<file path="config.mk">
export PLATFORM = sky130hd
export DESIGN_NAME = positional_array_list
export DESIGN_NICKNAME = d
export VERILOG_FILES = /design/src/rtl/pal_pkg.sv /design/src/rtl/positional_array_list.sv /design/src/rtl/pal_cell.sv /design/src/rtl/pal_ctrl.sv
export VERILOG_INCLUDE_DIRS = /design/src /design/src/rtl
export SDC_FILE = /design/constraint.sdc
export NUM_CORES = 1
export LEC_CHECK = 0
export BUFFER_PORTS_ARGS = -buffer_cell sky130_fd_sc_hd__buf_2
export CORE_UTILIZATION = 44
export CTS_BUF_LIST = sky130_fd_sc_hd__clkbuf_8
export CTS_CLUSTER_DIAMETER = 60
export DETAILED_ROUTE_END_ITERATION = 10
export PLACE_DENSITY_LB_ADDON = 0.25
export SLEW_MARGIN = 20
export SYNTH_ARGS = -nofsm -noshare
export SYNTH_HDL_FRONTEND = slang
export SYNTH_HIERARCHICAL = 1
export SYNTH_SLANG_ARGS = --single-unit
</file>
<file path="constraint.sdc">
create_clock -name clk -period 7.2 [get_ports clk]
set_clock_uncertainty 0.1 [all_clocks]
set_input_delay 0.36 -clock clk [delete_from_list [all_inputs] [get_ports clk]]
set_output_delay 0.36 -clock clk [all_outputs]
set_load 0.005 [all_outputs]
</file>
<file path="src/rtl/positional_array_list_defines.svh">
// Assertion macros used by the positional array list top level.
`ifndef POSITIONAL_ARRAY_LIST_DEFINES_SVH
`define POSITIONAL_ARRAY_LIST_DEFINES_SVH

`ifndef SYNTHESIS

// The consequent must hold in the same cycle as the antecedent.
`define PAL_ASSERT_NOW(lbl, clk, rstn, ante, cons) \
    lbl: assert property (@(posedge clk) disable iff (!rstn) (ante) |-> (cons)) \
        else $error("assertion failed");

// The consequent must hold in the cycle after the antecedent.
`define PAL_ASSERT_NEXT(lbl, clk, rstn, ante, cons) \
    lbl: assert property (@(posedge clk) disable iff (!rstn) (ante) |=> (cons)) \
        else $error("assertion failed");

`else

`define PAL_ASSERT_NOW(lbl, clk, rstn, ante, cons)
`define PAL_ASSERT_NEXT(lbl, clk, rstn, ante, cons)

`endif

`endif

</file>
<file path="src/rtl/pal_pkg.sv">
// Types, constants and codes of the positional array list.
`default_nettype none

package pal_pkg;

    localparam int DEPTH      = 16;
    localparam int WORD_WIDTH = 32;

    localparam int POS_W  = 5;
    localparam int OUT_W  = 32;
    localparam int OCNT_W = 5;
    localparam int CNT_W  = $clog2(DEPTH + 1);
    localparam int IDX_W  = $clog2(DEPTH);
    localparam int CMP_W  = ((POS_W > CNT_W) ? POS_W : CNT_W) + 1;

    typedef enum logic [2:0] {
        MODE_READ    = 3'd0,
        MODE_INSERT  = 3'd1,
        MODE_REPLACE = 3'd2,
        MODE_REMOVE  = 3'd3,
        MODE_CLEAR   = 3'd4
    } mode_t;

    typedef enum logic [1:0] {
        ST_OK      = 2'd0,
        ST_INVALID = 2'd1,
        ST_FULL    = 2'd2,
        ST_EMPTY   = 2'd3
    } status_t;

    typedef struct packed {
        logic [2:0]        mode;
        logic [POS_W-1:0]  position;
        logic signed [31:0] value_in;
    } in_t;

    typedef struct packed {
        logic signed [OUT_W-1:0] read_word;
        logic [OCNT_W-1:0]       entry_count;
        logic [1:0]              status;
        logic                    is_empty;
    } out_t;

    // Broadcast from the controller to every cell of the chain.
    typedef struct packed {
        logic             shift_up;
        logic             shift_down;
        logic             write;
        logic [IDX_W-1:0] idx;
        logic [CNT_W-1:0] cnt;
    } cell_cmd_t;

    // Outcome of one command as seen by the result register.
    typedef struct packed {
        logic [CNT_W-1:0] count;
        status_t          status;
        logic             read_hit;
        logic             read_miss;
        logic [IDX_W-1:0] idx;
    } ctrl_res_t;

endpackage

`default_nettype wire

</file>
<file path="src/rtl/positional_array_list.sv">
// Top level of the positional array list: controller, cell chain and result register.
//
//   channel   direction   handshake                 word type
//   command   in          start, busy               pal_pkg::in_t  (cmd)
//   result    out         done (one-cycle strobe)   pal_pkg::out_t (result)
//
// A command word is taken at each rising edge where start is high and busy is
// low. busy is always low, so one command may be issued every cycle.
// The result word for a command is presented with done high in the very next
// cycle; the receiver has no way to hold it off.
// Reset clears the entry count and the result strobe. The stored words are not
// cleared; a word is only read back at a position that has been written.
// Clearing the list only resets the entry count.
`default_nettype none
`include "positional_array_list_defines.svh"

module positional_array_list (
    input  wire logic          clk,
    input  wire logic          rst_n,
    input  wire logic          start,
    output logic               busy,
    input  wire pal_pkg::in_t  cmd,
    output logic               done,
    output pal_pkg::out_t      result
);
    import pal_pkg::*;

    cell_cmd_t             cell_cmd;
    ctrl_res_t             res;
    logic                  go;
    logic [WORD_WIDTH-1:0] cell_word [DEPTH];
    logic [63:0]           val_wide;
    logic [WORD_WIDTH-1:0] wr_word;
    logic [63:0]           rd_wide;
    logic [OUT_W-1:0]      rd_word;

    logic                  done_reg;
    logic                  done_next;
    out_t                  result_reg;
    out_t                  result_next;

    // Every command completes at the edge where it is taken, so the block never reports busy.
    assign busy = 1'b0;
    assign go   = start && !busy;

    // Incoming words are kept in their low WORD_WIDTH bits.
    assign val_wide = 64'($unsigned(cmd.value_in));
    assign wr_word  = val_wide[WORD_WIDTH-1:0];

    pal_ctrl u_ctrl (
        .clk      (clk),
        .rst_n    (rst_n),
        .go       (go),
        .cmd      (cmd),
        .cell_cmd (cell_cmd),
        .res      (res)
    );

    // The chain: each cell sees the words of both neighbors, so an insert
    // shifts the tail up by one place and a remove pulls it down by one place.
    for (genvar g = 0; g < DEPTH; g++)
    begin : g_cell
        logic [WORD_WIDTH-1:0] left_w;
        logic [WORD_WIDTH-1:0] right_w;

        if (g == 0)
        begin : g_first
            assign left_w = '0;
        end
        else
        begin : g_left
            assign left_w = cell_word[g-1];
        end

        if (g == DEPTH - 1)
        begin : g_last
            assign right_w = '0;
        end
        else
        begin : g_right
            assign right_w = cell_word[g+1];
        end

        pal_cell u_cell (
            .clk        (clk),
            .cell_idx   (IDX_W'(g)),
            .cmd        (cell_cmd),
            .wr_word    (wr_word),
            .left_word  (left_w),
            .right_word (right_w),
            .word       (cell_word[g])
        );
    end

    // A read picks its cell before the edge; the stored word is zero-extended
    // to the result width.
    assign rd_wide = 64'(cell_word[res.idx]);
    assign rd_word = rd_wide[OUT_W-1:0];

    always_comb
    begin
        result_next.read_word   = '0;
        if (res.read_hit)
        begin
            result_next.read_word = rd_word;
        end
        else if (res.read_miss)
        begin
            result_next.read_word = '1;
        end
        result_next.entry_count = OCNT_W'(res.count);
        result_next.status      = res.status;
        result_next.is_empty    = (res.count == '0);
        done_next               = go;
    end

    always_ff @(posedge clk or negedge rst_n)
    begin
        if (!rst_n)
        begin
            done_reg <= 1'b0;
        end
        else
        begin
            done_reg <= done_next;
        end
    end

    always_ff @(posedge clk)
    begin
        if (go)
        begin
            result_reg <= result_next;
        end
    end

    assign done   = done_reg;
    assign result = result_reg;

    // Every accepted command yields exactly one result in the next cycle.
    `PAL_ASSERT_NEXT(a_done_follows, clk, rst_n, go, done)
    `PAL_ASSERT_NEXT(a_no_spurious, clk, rst_n, !go, !done)
    // The empty flag agrees with the reported count.
    `PAL_ASSERT_NOW(a_empty_flag, clk, rst_n, done, result.is_empty == (result.entry_count == '0))
    // The count never exceeds the number of cells in the chain.
    `PAL_ASSERT_NOW(a_count_bound, clk, rst_n, go, res.count <= CNT_W'(DEPTH))
    // Only a read ever returns a nonzero word.
    `PAL_ASSERT_NOW(a_word_read_only, clk, rst_n, go && !res.read_hit && !res.read_miss, result_next.read_word == '0)

endmodule

`default_nettype wire

</file>
<file path="src/rtl/pal_cell.sv">
// One storage cell of the list chain.
`default_nettype none

module pal_cell (
    input  wire logic                           clk,
    input  wire logic [pal_pkg::IDX_W-1:0]      cell_idx,
    input  wire pal_pkg::cell_cmd_t             cmd,
    input  wire logic [pal_pkg::WORD_WIDTH-1:0] wr_word,
    input  wire logic [pal_pkg::WORD_WIDTH-1:0] left_word,
    input  wire logic [pal_pkg::WORD_WIDTH-1:0] right_word,
    output logic      [pal_pkg::WORD_WIDTH-1:0] word
);
    import pal_pkg::*;

    logic [WORD_WIDTH-1:0] word_reg;
    logic [WORD_WIDTH-1:0] word_next;
    logic [CNT_W-1:0]      my_pos;

    assign my_pos = CNT_W'(cell_idx);

    always_comb
    begin
        word_next = word_reg;
        if (cmd.write && (cell_idx == cmd.idx))
        begin
            word_next = wr_word;
        end
        else if (cmd.shift_up && (cell_idx > cmd.idx) && (my_pos <= cmd.cnt))
        begin
            word_next = left_word;
        end
        else if (cmd.shift_down && (cell_idx >= cmd.idx) && ((my_pos + 1'b1) < cmd.cnt))
        begin
            word_next = right_word;
        end
    end

    always_ff @(posedge clk)
    begin
        word_reg <= word_next;
    end

    assign word = word_reg;

endmodule

`default_nettype wire

</file>
<file path="src/rtl/pal_ctrl.sv">
// Command decode, entry count and status for the list chain.
`default_nettype none

module pal_ctrl (
    input  wire logic               clk,
    input  wire logic               rst_n,
    input  wire logic               go,
    input  wire pal_pkg::in_t       cmd,
    output pal_pkg::cell_cmd_t      cell_cmd,
    output pal_pkg::ctrl_res_t      res
);
    import pal_pkg::*;

    logic [CNT_W-1:0] count_reg;
    logic [CNT_W-1:0] count_next;
    logic [CMP_W-1:0] pos_c;
    logic [CMP_W-1:0] cnt_c;
    logic [CMP_W-1:0] pos_m1;
    logic             pos_nz;
    logic             in_rng;
    logic             ins_rng;
    logic             is_full;
    status_t          status;
    logic             up;
    logic             down;
    logic             wr;
    logic             hit;
    logic             miss;

    assign pos_c   = CMP_W'(cmd.position);
    assign cnt_c   = CMP_W'(count_reg);
    assign pos_m1  = pos_c - 1'b1;
    assign pos_nz  = (cmd.position != '0);
    assign in_rng  = pos_nz && (pos_c <= cnt_c);
    assign ins_rng = pos_nz && (pos_c <= (cnt_c + 1'b1));
    assign is_full = (cnt_c == CMP_W'(DEPTH));

    always_comb
    begin
        status     = ST_OK;
        count_next = count_reg;
        up         = 1'b0;
        down       = 1'b0;
        wr         = 1'b0;
        hit        = 1'b0;
        miss       = 1'b0;
        case (cmd.mode)
            MODE_READ:
            begin
                if (in_rng)
                begin
                    hit = 1'b1;
                end
                else
                begin
                    miss   = 1'b1;
                    status = ST_INVALID;
                end
            end
            MODE_INSERT:
            begin
                if (!ins_rng)
                begin
                    status = ST_INVALID;
                end
                else if (is_full)
                begin
                    status = ST_FULL;
                end
                else
                begin
                    up         = 1'b1;
                    wr         = 1'b1;
                    count_next = count_reg + 1'b1;
                end
            end
            MODE_REPLACE:
            begin
                if (in_rng)
                begin
                    wr = 1'b1;
                end
                else
                begin
                    status = ST_INVALID;
                end
            end
            MODE_REMOVE:
            begin
                if (count_reg == '0)
                begin
                    status = ST_EMPTY;
                end
                else if (!in_rng)
                begin
                    status = ST_INVALID;
                end
                else
                begin
                    down       = 1'b1;
                    count_next = count_reg - 1'b1;
                end
            end
            MODE_CLEAR:
            begin
                if (count_reg == '0)
                begin
                    status = ST_EMPTY;
                end
                else
                begin
                    count_next = '0;
                end
            end
            default:
            begin
                status = ST_INVALID;
            end
        endcase
    end

    always_ff @(posedge clk or negedge rst_n)
    begin
        if (!rst_n)
        begin
            count_reg <= '0;
        end
        else if (go)
        begin
            count_reg <= count_next;
        end
    end

    assign cell_cmd.shift_up   = go && up;
    assign cell_cmd.shift_down = go && down;
    assign cell_cmd.write      = go && wr;
    assign cell_cmd.idx        = pos_m1[IDX_W-1:0];
    assign cell_cmd.cnt        = count_reg;

    assign res.count     = count_next;
    assign res.status    = status;
    assign res.read_hit  = hit;
    assign res.read_miss = miss;
    assign res.idx       = pos_m1[IDX_W-1:0];

endmodule

`default_nettype wire
</file>
# Word-level counts from Yosys, hierarchy flattened
# Index checks and enable logic that the tools add are counted.
# word_totals
ff_bits	558
latch_bits	0
ramBits	0
romBits	0
input_bits	43
output_inout_bits	42
word_cells	296
n_memories	0
# classes
add_sub_neg	4
multipliers	0
div_mod_pow	0
n_lt_le_gt_ge	67
eq_ne	20
shifts	0
n_mux	75
bitwise	1
reduce_logical	107
# ops
cell	n
$mux W32	52
$bmux W32 S4	1
$logic_and A1 B1 Y1	85
$reduce_bool A3 Y1	16
$le A4 B5 Y1 const A	8
$lt A4 B5 Y1 const A	8
$eq A4 B4 Y1 const A	8
$ge A4 B4 Y1 const A	8
$gt A4 B4 Y1 const A	8
$mux W5	5
$le A3 B5 Y1 const A	4
$lt A3 B5 Y1 const A	4
$eq A3 B4 Y1 const A	4
$ge A3 B4 Y1 const A	4
$gt A3 B4 Y1 const A	4
$pmux W5 S3	1
$le A1 B5 Y1 const A	2
$le A2 B5 Y1 const A	2
$logic_not A5 Y1	2
$lt A2 B5 Y1 const A	2
$mux W1	10
$eq A2 B4 Y1 const A	2
$ge A1 B4 Y1 const A	2
$ge A2 B4 Y1 const A	2
other kinds (24)	30

# Longest topological paths before layout
# Gate-level depths: netlist of run 1.
# logic_depth
word_depth	11
ltp_mapped	14
mapped_depth_nobuf	13

# By module
# The synthesis of run 1 kept the hierarchy.
# modules_own_cells
mod	instances	cells_each	area_per_inst_um2	seq_area_each_um2
pal_cell	16	184	2024.4	960.9
positional_array_list	1	322	5217.5	1226.2
pal_ctrl	1	136	1087.3	125.1

# Worst setup path before layout of run 1
# No wires, ideal clock.
# synth_path
path_type	reg2reg
from	register u_ctrl.count_reg[0]
to	register g_cell[0].u_cell.word_reg[0] (enable)
setup_ns	0.392
t_arrival_ns	4.682
t_required_ns	6.708
setup_slack_ns	2.027
path_stages_with_launch	12
n_path_buf	0
period_less_slack_ns	5.173
cell_sequence	dfrtp_1 inv_1 ha_1 inv_1 ha_1 nor2b_1 o21bai_1 a31o_2 and3_1 nor2_1 nor2_1 a221o_1
# synth_rtl
element	line_no	rtl
start: declaration	pal_ctrl.sv:14	logic [CNT_W-1:0] count_reg;
start signal: assignment	pal_ctrl.sv:130	count_reg <= count_next;
end signal: assignment	pal_cell.sv:40	word_reg <= word_next;
end: declaration	pal_cell.sv:15	logic [WORD_WIDTH-1:0] word_reg;

==> impl_metrics.ini, run 1 <==
[timing]
setup_slack_ns = 1.40
maxSlewViolCount = 0
finalSetupViolCount = 0
fin_crit_sh_pct = 80.5
holdWs_ns = 0.0685
hold_viol = 0
finalSetupTns_ns = 0
fmax_ghz = 0.173
post-route-min-period_ns = 5.80
rsz0062_at_grt = false
maxSlewHeadroom_pct = 29.6
tightest_slew_ns = 1.06

[placed_design]
dp_cells = 4853
hpwl_um = 70400
place_area_um2 = 41100
portBuffers = 83
gp_congestion = 0.847
dpl_worst_slack_ns = 1.49

[routing]
drt_first_pass_iters = 6
vias_per_cell = 5.64
wirelength_um = 113000
route.detailed.drc = 0
drt_first_iter_violations = 2499
vias = 28400
drtAntennaViolNets = 0
avgRoutedWirePerCell_um = 22.4

[logic_synthesis]
syn_inst = 3402
synth_seq_area_share_pct = 43.2
synth_edf_count = 552
synth.cell_area_um2 = 38700
ys_ff_latch = 558
syn-mean-instance-area_um2 = 11.4
async_reset_ff_share_pct = 1.08
synth_flop_cell = edfxtp_1
synth_warnings = 6
synth.distinct_cells = 66

[clock_network]
clockRootBuffer = clkbuf_8
cts_tree = yes
clock_latency_ns = 0.74
clock_path_buffers = 3
post_cts_buffers = 0
cts.reportedPaths.clkPinSlew_ns = 0.06
clock_sinks = 558
cts_buffers = 101
cts_max_level = 3
cts.repair.resized = 0

[global_routing]
grt_pass1_vias = 27700
overflow = 0
grtUsageTotal_pct = 25.2
grt_max_degree = 66
grt_pass1_wl_um = 171000
grt_antenna_before_repair = 4

[critical_path]
reg2reg_slack_ns = 1.40
required_ns = 7.54
cp-start-kind = flip-flop
crit_path_end_kind = flip-flop
critPathMaxFanout = 37
r2r-end = g_cell[7].u_cell/word[2]
worstSetupPathType = reg2reg
worstPathArrival_ns = 6.14
rr_worst_depth = 14
regToRegStartpoint = u_ctrl/count_reg[0]

[die]
core_um2 = 86900
start_util_pct = 44.5
rows = 108
fp.dieW_um = 299
fp.dieH_um = 299
ioPinCount = 85
die_area_um2 = 89100

[run_status]
outcome = finished, final reports clean

[pwr]
p_per_area_nw_per_um2 = 213
p_switching_mw = 3.02
pwr-share-seq_pct = 43.2
p_comb_share_pct = 25.3
total_power_mw = 9.17
clockPowerShare_pct = 31.5
ir_drop_v = 0.000125
cell_internal_pwr_mw = 6.15
p_leak_nw = 15.5
sw_frac_of_total_pct = 33.0

[final_layout]
fin_area_um2 = 43000
final_cells = 5043
drive_gt1_share_pct = 13.3
fillCellCount = 7900
largest_register_ff_count = 512
final_common_cell = edfxtp_1
fin_util_pct = 49.5
layout.nets = 4086
syn_to_final_growth_pct = 11.2
layout_common_cells = edfxtp_1, mux2i_1, a21oi_1

[min_path]
hold_depth = 3
hp-class = in2reg
worstHoldStart = cmd[10]
hold_path_end = g_cell[11].u_cell/word[10]

[job]
maxCapViolations = 0
## kinds of logic after synthesis
family | synth area share [%]
xor gates and xnor gates | 0.860
muxes | 21.6
AOI/OAI and AO/OA | 13.2
buffers and inverters | 5.45
adders and majority gates | 7.70
DFF | 43.2
other | 0.0194
and+or+nand+nor | 7.93
## worst max-delay path: stages (launching register included)
cell and delay [ns]:
dfrtp_2 1.03, inv_1 0.30, ha_1 0.42, inv_1 0.06, ha_1 0.27, nor2b_1 0.13
o21bai_1 0.15, a31o_2 0.21, and3_1 0.25, and2_1 0.81, nand2_1 0.20, a221oi_4 0.26
buf_4 0.66, mux2i_1 0.16, a21oi_1 0.48
## synth_stat cells, types with 17 or more instances
cell type,number,area [um^2]
a21oi_1,535,2680
a22oi_1,31,233
a311oi_1,17,149
a41oi_1,17,149
and3_1,17,106
buf_8,48,721
clkbuf_1,112,420
edfxtp_1,552,16600
ha_1,238,2980
inv_1,185,694
mux2i_1,547,5480
mux4_2,127,2860
nand2_1,42,158
nand3_1,37,185
nand4_1,17,106
nor2_1,523,1960
nor2b_1,35,219
o211ai_1,49,368
o21a_1,33,248
o21ai_0,22,110
o221ai_2,17,255
xnor2_1,20,175
xor2_1,18,158
## how the worst max path moves through the flow
stage / from / end / cells past startpoint
finish: u_ctrl/count_reg[0] / g_cell[7].u_cell/word[2] / 14
CTS: u_ctrl/count_reg[0] / g_cell[7].u_cell/word[2] / 14
global placement: u_ctrl/count_reg[0] / g_cell[7].u_cell/word[2] / 14
global route: u_ctrl/count_reg[0] / g_cell[7].u_cell/word[2] / 14
floorplan: u_ctrl/count_reg[0] / g_cell[0].u_cell/word[0] / 11
detailed placement: u_ctrl/count_reg[0] / g_cell[7].u_cell/word[2] / 14
## power groups by stage
stage	clock (mW)	combinational (mW)	sequential, mW
2_1_floorplan	0	1.69	3.97
3_3_place_gp	0	2.24	4.03
3_5_place_dp	0	2.28	4.03
4_1_cts	2.96	2.29	3.96
5_1_grt	3.10	2.60	3.98
6_report	2.89	2.32	3.96
## routing by layer
metal	share of wire, %	GRT usage [%]
met1	43	34.1
met4	2.2	7.19
met3	7.2	4.28
met5	0.011	0
met2	47	41.4
## layout make-up
| type | count | area, um^2 | area share, % |
|---|---|---|---|
| multi-input cells | 2793 | 21300 | 49.4 |
| flip-flops and latches | 558 | 16700 | 38.9 |
| well taps | 1155 | 1450 | 3.36 |
| clock buffers | 103 | 1420 | 3.29 |
| repair buffers | 163 | 1030 | 2.39 |
| inverters | 188 | 713 | 1.66 |
| clock inverters | 81 | 454 | 1.06 |
| diodes | 2 | 5.00 | 0.0116 |
## what timing repair did
| item | 4_1_cts | 5_1_grt |
|---|---|---|
| hold endpoints to repair | 7 | 0 |
| hold buffers | 4 | 0 |
| setup endpoints to repair | 0 | 0 |
No activity file was read; power rests on OpenSTA's default activity.
==> run 2: changes to the inputs <==
==> constraint.sdc (replaced) <==
create_clock -name clk -period 4.9 [get_ports clk]
set_clock_uncertainty 0.1 [all_clocks]
set_input_delay 0.245 -clock clk [delete_from_list [all_inputs] [get_ports clk]]
set_output_delay 0.245 -clock clk [all_outputs]
set_load 0.005 [all_outputs]
==> run 2 against run 1 <==
  * Register-to-register slack worse by 0.75 ns
  * Routed wire length is 1.2% lower
  * Sequential power up 44%
  * Setup slack worse by 0.75 ns
  * Die area stayed put
  * Flip-flop and latch count did not move
  * Final area is 2.0% higher
  * Critical path depth increased by 1
  * Via count grew 0.17%
  * Total power increased by 47%
  * First-iteration DRC count is 11% higher
  * Largest power group unchanged
==> impl_metrics.ini, run 2 (same netlist as run 1, synthesis figures left out) <==
[critical_path]
regToRegStartpoint = u_ctrl/count_reg[0]
reg2reg_slack_ns = 0.65
cp-start-kind = flip-flop
critPathMaxFanout = 18
path_cells = ha_1, nand3_1, xnor2_1, ha_1, nand3_1, o21bai_1, a31o_2, and3_1, and2_1, buf_4, nand2_1, a221oi_4, buf_4, mux2i_1, a21oi_1
rr_worst_depth = 15
worstSetupPathType = reg2reg
worstPathArrival_ns = 4.62
slowest_delay_ns = 0.55
r2r-end = g_cell[5].u_cell/word[23]
required_ns = 5.27
cpMaxStageDelayCell = dfrtp_2
crit_path_end_kind = flip-flop

[final_layout]
layout_common_cells = edfxtp_1, mux2i_1, a21oi_1
layout.nets = 4133
largest_register_ff_count = 512
final_common_cell = edfxtp_1
final_cells = 5086
syn_to_final_growth_pct = 13.5
fin_area_um2 = 43900
fin_util_pct = 50.5
fillCellCount = 7710
drive_gt1_share_pct = 13.4

[die]
rows = 108
start_util_pct = 44.5
core_um2 = 86900
fp.dieH_um = 299
fp.dieW_um = 299
die_area_um2 = 89100
ioPinCount = 85

[global_routing]
overflow = 0
grt_max_degree = 65
grtUsageTotal_pct = 25.0
grt_pass1_wl_um = 171000
grt_pass1_vias = 27600
grt_antenna_before_repair = 3

[routing]
avgRoutedWirePerCell_um = 22.0
drt_first_pass_iters = 5
drtAntennaViolNets = 0
vias = 28500
route.detailed.drc = 0
vias_per_cell = 5.60
wirelength_um = 112000
drt_first_iter_violations = 2784

[clock_network]
cts.repair.resized = 0
cts.reportedPaths.clkPinSlew_ns = 0.06
cts_max_level = 3
post_cts_buffers = 0
cts_tree = yes
cts_buffers = 98
clockRootBuffer = clkbuf_8
clock_sinks = 558
clock_path_buffers = 3
clock_latency_ns = 0.77

[min_path]
hold_depth = 1
hp-class = in2reg
hold_path_end = result[10]
worstHoldStart = start

[placed_design]
dp_cells = 4869
hpwl_um = 68200
place_area_um2 = 41700
portBuffers = 83
gp_congestion = 0.828

[timing]
finalSetupTns_ns = 0
tightest_slew_ns = 1.01
rsz0062_at_grt = false
post-route-min-period_ns = 4.25
hold_viol = 0
maxSlewHeadroom_pct = 32.8
finalSetupViolCount = 0
maxSlewViolCount = 0
fmax_ghz = 0.236
fin_crit_sh_pct = 86.7

[run_status]
outcome = finished, final reports clean

[pwr]
ir_drop_v = 0.000195
p_leak_nw = 15.8
p_per_area_nw_per_um2 = 306

[job]
maxCapViolations = 0
[run 2: per-layer routing]
metal	up-vias	routed length [um]	global-route usage, %
met1	13700	48100	34.3
met3	148	8510	3.77
met4	0	1990	5.84
met5	-	0	0
li1	13500	-	-
met2	1115	53200	41.5
[run 2: power breakdown]
group          internal (mW)  switching (mW)
Clock                   2.01            2.13
Sequential              5.54           0.177
Combinational           1.43            2.14
Total                   8.99            4.45
[run 2: what timing repair did]
action	in CTS	in global routing
setup endpoints to repair	0	0
endpoints found under the hold margin	521	0
hold buffers	38	0
[run 2: critical path, delay by kind of cell, from the launching register on]
| family | cells | cell delay [ns] |
|---|---|---|
| xor gates and xnor gates | 1 | 0.26 |
| buffers and inverters | 2 | 0.72 |
| muxes | 1 | 0.27 |
| adders and majority gates | 2 | 0.63 |
| and+or+nand+nor | 5 | 0.78 |
| AOI/OAI and AO/OA | 4 | 0.64 |
| DFF | 1 | 0.55 |
[run 2: how the worst max path moves through the flow]
| stage | slack (ns) | to | startpoint |
|---|---|---|---|
| 6_report | 0.65 | g_cell[5].u_cell/word[23] | u_ctrl/count_reg[0] |
| 5_1_grt | 0.39 | g_cell[5].u_cell/word[26] | u_ctrl/count_reg[0] |
| 4_1_cts | 0.66 | g_cell[6].u_cell/word[0] | u_ctrl/count_reg[0] |
| 3_5_place_dp | 0.69 | g_cell[5].u_cell/word[23] | u_ctrl/count_reg[0] |
| 3_3_place_gp | 0.76 | g_cell[5].u_cell/word[21] | u_ctrl/count_reg[0] |
| 2_1_floorplan | 0.19 | g_cell[0].u_cell/word[0] | u_ctrl/count_reg[0] |
[run 2: per-stage QoR]
stage / power (mW) / setup slack, ns / hold WS [ns]
4_1_cts: 13.5 / 0.664 / 0.0715
6_report: 13.4 / 0.654 / 0.0634
3_3_place_gp: 9.27 / 0.758 / -0.0220
2_1_floorplan: 8.31 / 0.193 / -0.151
3_5_place_dp: 9.33 / 0.686 / -0.0230
5_1_grt: 14.2 / 0.394 / 0.0943
[run 2: area by class of cell]
cell class	instances	area, um^2	share of cell area (%)
clock buffers	99	1360	3.10
flip-flops and latches	558	16700	38.1
repair buffers	213	1990	4.52
well taps	1155	1450	3.29
inverters	188	713	1.62
multi-input cells	2793	21200	48.3
clock inverters	77	450	1.03
diodes	3	7.51	0.0171
